<file path="src/cslru_pkg.sv">
// ----------------------------------------------------------------------------
// cslru_pkg: shared types and constants
// Field widths, register indexes and the configuration bundle of the LRU
// cache lookup core.
// ----------------------------------------------------------------------------
package cslru_pkg;

   localparam int ADDR_W     = 32;
   localparam int TAG_W      = 32;
   localparam int RANK_W     = 3;
   localparam int WAY_OUT_W  = 3;
   localparam int CSR_IDX_W  = 2;
   localparam int CSR_DATA_W = 4;

   // register indexes on the csr port
   localparam logic [CSR_IDX_W-1:0] CSR_OFFSET_BITS = 2'd0;
   localparam logic [CSR_IDX_W-1:0] CSR_INDEX_BITS  = 2'd1;
   localparam logic [CSR_IDX_W-1:0] CSR_WAY_BITS    = 2'd2;

   // reset values of the registers
   localparam logic [3:0] OFFSET_BITS_RST = 4'd5;
   localparam logic [3:0] INDEX_BITS_RST  = 4'd10;
   localparam logic [1:0] WAY_BITS_RST    = 2'd0;

   typedef struct packed {
      logic [3:0] offset_bits;
      logic [3:0] index_bits;
      logic [1:0] way_bits;
   } cfg_type;

endpackage

</file>
<file path="src/cslru_front.sv">
// ----------------------------------------------------------------------------
// cslru_front: address decode and request queue
// Splits each address into set index and tag, and holds up to two decoded
// requests for the back end.
// ----------------------------------------------------------------------------
module cslru_front #(
   parameter int SETS      = 1024,
   parameter int ADDR_BITS = 32,
   parameter int SET_W     = 10
) (
   input  logic                            clock,
   input  logic                            reset,
   input  cslru_pkg::cfg_type              cfg,
   input  logic                            init_done,
   input  logic                            req_valid,
   output logic                            req_ready,
   input  logic [cslru_pkg::ADDR_W-1:0]    req_address,
   output logic                            q_valid,
   input  logic                            q_pop,
   output logic [SET_W-1:0]                q_set,
   output logic [cslru_pkg::TAG_W-1:0]     q_tag
);
   import cslru_pkg::*;

   localparam int LOG_SETS = $clog2(SETS + 1) - 1;
   localparam logic [ADDR_W-1:0] ADDR_MASK =
      (ADDR_BITS >= ADDR_W) ? {ADDR_W{1'b1}} : ADDR_W'((64'd1 << ADDR_BITS) - 64'd1);

   logic [ADDR_W-1:0] addr_m;
   logic [ADDR_W-1:0] addr_sh;
   logic [4:0]        ib;
   logic [5:0]        tag_sh;
   logic [SET_W-1:0]  set_mask;
   logic [SET_W-1:0]  dec_set;
   logic [TAG_W-1:0]  dec_tag;

   logic [SET_W-1:0]  set_q_ff [2];
   logic [TAG_W-1:0]  tag_q_ff [2];
   logic              wr_ptr_ff, wr_ptr_in;
   logic              rd_ptr_ff, rd_ptr_in;
   logic [1:0]        cnt_ff, cnt_in;
   logic              push;

   // effective index width: clipped to the sets that exist
   always_comb begin
      addr_m = req_address & ADDR_MASK;
      ib     = ({1'b0, cfg.index_bits} > 5'(LOG_SETS)) ? 5'(LOG_SETS)
                                                     : {1'b0, cfg.index_bits};
      addr_sh = addr_m >> cfg.offset_bits;
      for (int i = 0; i < SET_W; i++) begin
         set_mask[i] = (5'(i) < ib);
      end
      dec_set = addr_sh[SET_W-1:0] & set_mask;
      tag_sh  = {2'b00, cfg.offset_bits} + {1'b0, ib};
      dec_tag = addr_m >> tag_sh;
   end

   assign req_ready = init_done && (cnt_ff != 2'd2);
   assign push      = req_valid && req_ready;
   assign q_valid   = (cnt_ff != 2'd0);
   assign q_set     = set_q_ff[rd_ptr_ff];
   assign q_tag     = tag_q_ff[rd_ptr_ff];

   always_comb begin
      wr_ptr_in = wr_ptr_ff ^ push;
      rd_ptr_in = rd_ptr_ff ^ q_pop;
      cnt_in    = cnt_ff + {1'b0, push} - {1'b0, q_pop};
   end

   always_ff @(posedge clock) begin
      if (reset) begin
         wr_ptr_ff <= 1'b0;
         rd_ptr_ff <= 1'b0;
         cnt_ff    <= 2'd0;
      end else begin
         wr_ptr_ff <= wr_ptr_in;
         rd_ptr_ff <= rd_ptr_in;
         cnt_ff    <= cnt_in;
      end
   end

   always_ff @(posedge clock) begin
      if (push) begin
         set_q_ff[wr_ptr_ff] <= dec_set;
         tag_q_ff[wr_ptr_ff] <= dec_tag;
      end
   end

endmodule

</file>
<file path="config.mk">
export PLATFORM = sky130hd
export DESIGN_NAME = cslru_front
export DESIGN_NICKNAME = d
export VERILOG_FILES = /design/src/cslru_pkg.sv /design/src/cslru_front.sv
export SDC_FILE = /design/constraint.sdc
export NUM_CORES = 1
export LEC_CHECK = 0
export BUFFER_PORTS_ARGS = -buffer_cell sky130_fd_sc_hd__buf_2
export CAP_MARGIN = 20
export CORE_ASPECT_RATIO = 1.5
export CORE_MARGIN = 3
export CORE_UTILIZATION = 52
export DETAILED_ROUTE_END_ITERATION = 8
export MAX_ROUTING_LAYER = met4
export PLACE_DENSITY = 0.77
export REMOVE_ABC_BUFFERS = 1
export SETUP_SLACK_MARGIN = 0.05
export SLEW_MARGIN = 20
export SYNTH_ARGS = -nofsm -noshare
export SYNTH_HDL_FRONTEND = slang
export SYNTH_SLANG_ARGS = --single-unit
</file>
<file path="constraint.sdc">
create_clock -name clock -period 3.4 [get_ports clock]
set_input_delay 0.17 -clock clock [delete_from_list [all_inputs] [get_ports clock]]
set_output_delay 0.17 -clock clock [all_outputs]
set_load 0.01 [all_outputs]
</file>
==> impl_metrics.env <==
export IMPL_drc=0
export IMPL_drt_initial_drc_count=294
export IMPL_power_total_mw=3.45
export IMPL_io_pins=91
export IMPL_ys_top_cells_by_area="edfxtp_1 (43%), mux4_2 (12%), mux2_2 (11%), mux2i_1 (7.4%), nor2_1 (2.3%)"
export IMPL_setup_viol=0
export IMPL_cts_setup_buffers=0
export IMPL_peakVddDrop_v=0.000294
export IMPL_path_clk_slew_ps=60
export IMPL_synth_edf_count=84
export IMPL_hp_start="reset"
export IMPL_die_area_um2=12700
export IMPL_hold_depth=2
export IMPL_yosys_warnings=0
export IMPL_num_vias=4325
export IMPL_gp_congestion=0.926
export IMPL_die_y_um=137
export IMPL_slew_violations=0
export IMPL_endpoint_kind="register"
export IMPL_synth_top_family_by_area="multiplexers"
export IMPL_cts_made_buffers=9
export IMPL_antenna_cells=0
export IMPL_cp_cell_sequence="buf_2 -> o21ai_0 -> and2_1 -> ha_1 -> inv_1 -> fa_1 -> xnor2_4 -> buf_12 -> mux2i_1 -> mux4_2 -> a21oi_1 -> o21ai_0 -> o21ai_0"
export IMPL_ys_types=55
export IMPL_crit_path_frequent_cell="o21ai_0"
export IMPL_htreeDepth=3
export IMPL_cts_buffer_depth=2
export IMPL_seqCellArea_um2=2600
export IMPL_synth_xor_area_share_pct=1.35
export IMPL_die_w_um=93.1
export IMPL_hpwl_um=10500
export IMPL_finalHoldViolations=0
export IMPL_pre_cts_slack_ps=99.1
export IMPL_fin_skew_ps=8.82
export IMPL_grt_start_max_net_pins=44
export IMPL_reg2reg_slack_ps=1270
export IMPL_post_route_period_util_pct=88.0
export IMPL_synth_simple_area_share_pct=8.14
export IMPL_grt_pass1_vias=4331
export IMPL_timing_slew_headroom_pct=30.8
export IMPL_synth_compound_area_share_pct=9.70
export IMPL_crit_type="in2reg"
export IMPL_reg2reg_depth=5
export IMPL_syn_area_um2=5920
export IMPL_setup_slack_ps=409
export IMPL_worstSkewPairLatency_ps=340
export IMPL_period_minus_slack_ps=2990
export IMPL_power_density_nw_per_um2=505
export IMPL_hp_class="in2reg"
export IMPL_r2r_end="tag_q_ff[0][12]"
export IMPL_firstDrtPassIters=4
export IMPL_cts_hold_buf=0
export IMPL_cts_sinks=88
export IMPL_seq_area_frac_synth_pct=44.0
export IMPL_cpMaxStageDelayCell="fa_1"
export IMPL_fillers=892
export IMPL_port_buffers=88
export IMPL_coreArea_um2=11100
export IMPL_drive_above_1_share_pct=39.2
export IMPL_multiInputGateArea_um2=3100
export IMPL_drt_wl_total_um=14100
export IMPL_ys_flop_type="edfxtp_1"
export IMPL_rsz0062_at_grt="no"
export IMPL_cap_viol_max_count=0
export IMPL_ys_ff_latch=88
export IMPL_grt_overflow_total=0
export IMPL_synth_mux_area_share_pct=30.8
export IMPL_synth_top_cell_by_area="edfxtp_1"
export IMPL_clockRootBuffer="clkbuf_16"
export IMPL_layout_nets=620
export IMPL_cts_repair_resized=0
export IMPL_tightest_slew_ps=1040
export IMPL_areaGrowthSynthToFinish_pct=15.3
export IMPL_cp_start_kind="primary input"
export IMPL_final_antenna_net_count=0
export IMPL_synth_top_area_share_pct=42.6
export IMPL_status="finished clean"
export IMPL_fmax_mhz=334
export IMPL_start_util_pct=53.6
export IMPL_p_leak_nw=2.65
export IMPL_wl_per_cell_um=19.7
export IMPL_cts_tree="built"
export IMPL_grt_util_all_layers_pct=24.0
export IMPL_antenna_found_initial=0
export IMPL_via_per_inst=6.04
export IMPL_path_max_fanout=28
export IMPL_worstPathArrival_ps=3150
export IMPL_synthAdderAreaFrac_pct=2.03
export IMPL_min_to="rd_ptr_ff"
export IMPL_r2r_start="cnt_ff[0]"
export IMPL_synth_area_per_cell_um2=12.2
export IMPL_grt_pass1_wl_um=22700
export IMPL_rows=47
export IMPL_syn_inst=486
export IMPL_cp_data_required_time_ps=3560
export IMPL_cpPeakStageDelay_ps=510
export IMPL_synth_async_sr_flop_share_pct=0
-- worst max path at each step --
stage,start,end,cells past startpoint
6_report,cfg[4],tag_q_ff[1][2],13
4_1_cts,cfg[4],tag_q_ff[1][2],13
3_5_place_dp,cfg[4],tag_q_ff[1][2],13
2_1_floorplan,cfg[4],tag_q_ff[0][0],11
3_3_place_gp,cfg[4],tag_q_ff[0][2],13
5_1_grt,cfg[4],tag_q_ff[1][2],13
-- metrics by stage --
| step | hold WS, ps | utilization (%) | setup TNS [ps] | std cells | instance area (um2) |
|---|---|---|---|---|---|
| 2_1_floorplan | 237 | - | -249 | 447 | 5730 |
| 3_3_place_gp | 378 | 59.2 | 0 | 700 | 6540 |
| 3_5_place_dp | 377 | 59.2 | 0 | 700 | 6540 |
| 4_1_cts | 10.4 | 61.7 | 0 | 716 | 6820 |
| 5_1_grt | 23.1 | 61.7 | 0 | 716 | 6830 |
| 6_report | 26.7 | 61.7 | 0 | 716 | 6830 |
-- state kept, by name, indices dropped and copies added, names as in the netlist --
name       count
rd_ptr_ff      1
cnt_ff         2
tag_q_ff      64
set_q_ff      20
wr_ptr_ff      1
-- routing by layer --
metal	routed length, um	track usage, %	vias to the layer above
met5	0	-	-
met2	7480	40.1	135
met1	5460	27.8	2118
li1	-	-	2035
met3	529	3.41	37
met4	641	13.1	0
-- final cells by class --
class,instances,area share (%)
Multi-Input combinational cell,346,45.5
Clock inverter,7,0.696
Clock buffer,9,3.30
Sequential cell,88,38.1
Tap cell,147,2.69
Inverter,13,0.715
Timing Repair Buffer,106,8.98
-- synthesized netlist by cell type (2+ instances only) --
library cell	n
or2_2	2
mux2_2	59
ha_1	8
nor2b_1	5
dfxtp_1	4
a2bb2oi_1	2
mux4_2	32
and3_1	6
a21boi_0	2
inv_1	12
nand2b_1	2
a31oi_1	2
o21ai_0	20
a22oi_1	2
o22ai_1	5
mux2i_1	44
o21a_1	5
buf_6	2
a31o_2	2
a211oi_1	5
a221oi_1	2
a21oi_1	23
xnor2_1	3
clkbuf_1	24
nor2_1	37
buf_2	9
nand2_1	31
edfxtp_1	84
xor2_1	3
a221o_1	2
a21o_1	3
nor3_1	8
and2_1	3
buf_1	2
o211ai_1	3
nand3_1	9
-- placed cells by master, fill, tap and decap left out, types with 12 or more instances in the layout --
cell type | Yosys | routed
mux2i_1 | 44 | 44
buf_2 | 9 | 88
buf_4 | 1 | 15
nand2_1 | 31 | 31
mux2_2 | 59 | 59
a21oi_1 | 23 | 23
edfxtp_1 | 84 | 84
o21ai_0 | 20 | 20
inv_1 | 12 | 12
nor2_1 | 37 | 37
mux4_2 | 32 | 32
-- critical path: cells and delay by family --
kind	cells	cell delay, ps
buffers and inverters	3	420
AOI/OAI and AO/OA	4	860
xor gates and xnor gates	1	230
and+or+nand+nor	1	170
muxes	2	610
adders and majority gates	2	680
-- cells by family after synthesis --
family / after synthesis
adders and majority gates: 9
buffers and inverters: 52
AOI/OAI and AO/OA: 88
muxes: 135
and+or+nand+nor: 107
DFF: 88
xor gates and xnor gates: 7
-- report_power, final --
group	internal [mW]	total (mW)	leakage, nW	switching, mW
clock network	0.494	0.887	0.133	0.393
logic	0.538	1.17	1.71	0.635
registers	1.35	1.39	0.811	0.0421
total	2.38	3.45	2.65	1.07
Note: power is estimated with default switching activity, not from simulation.
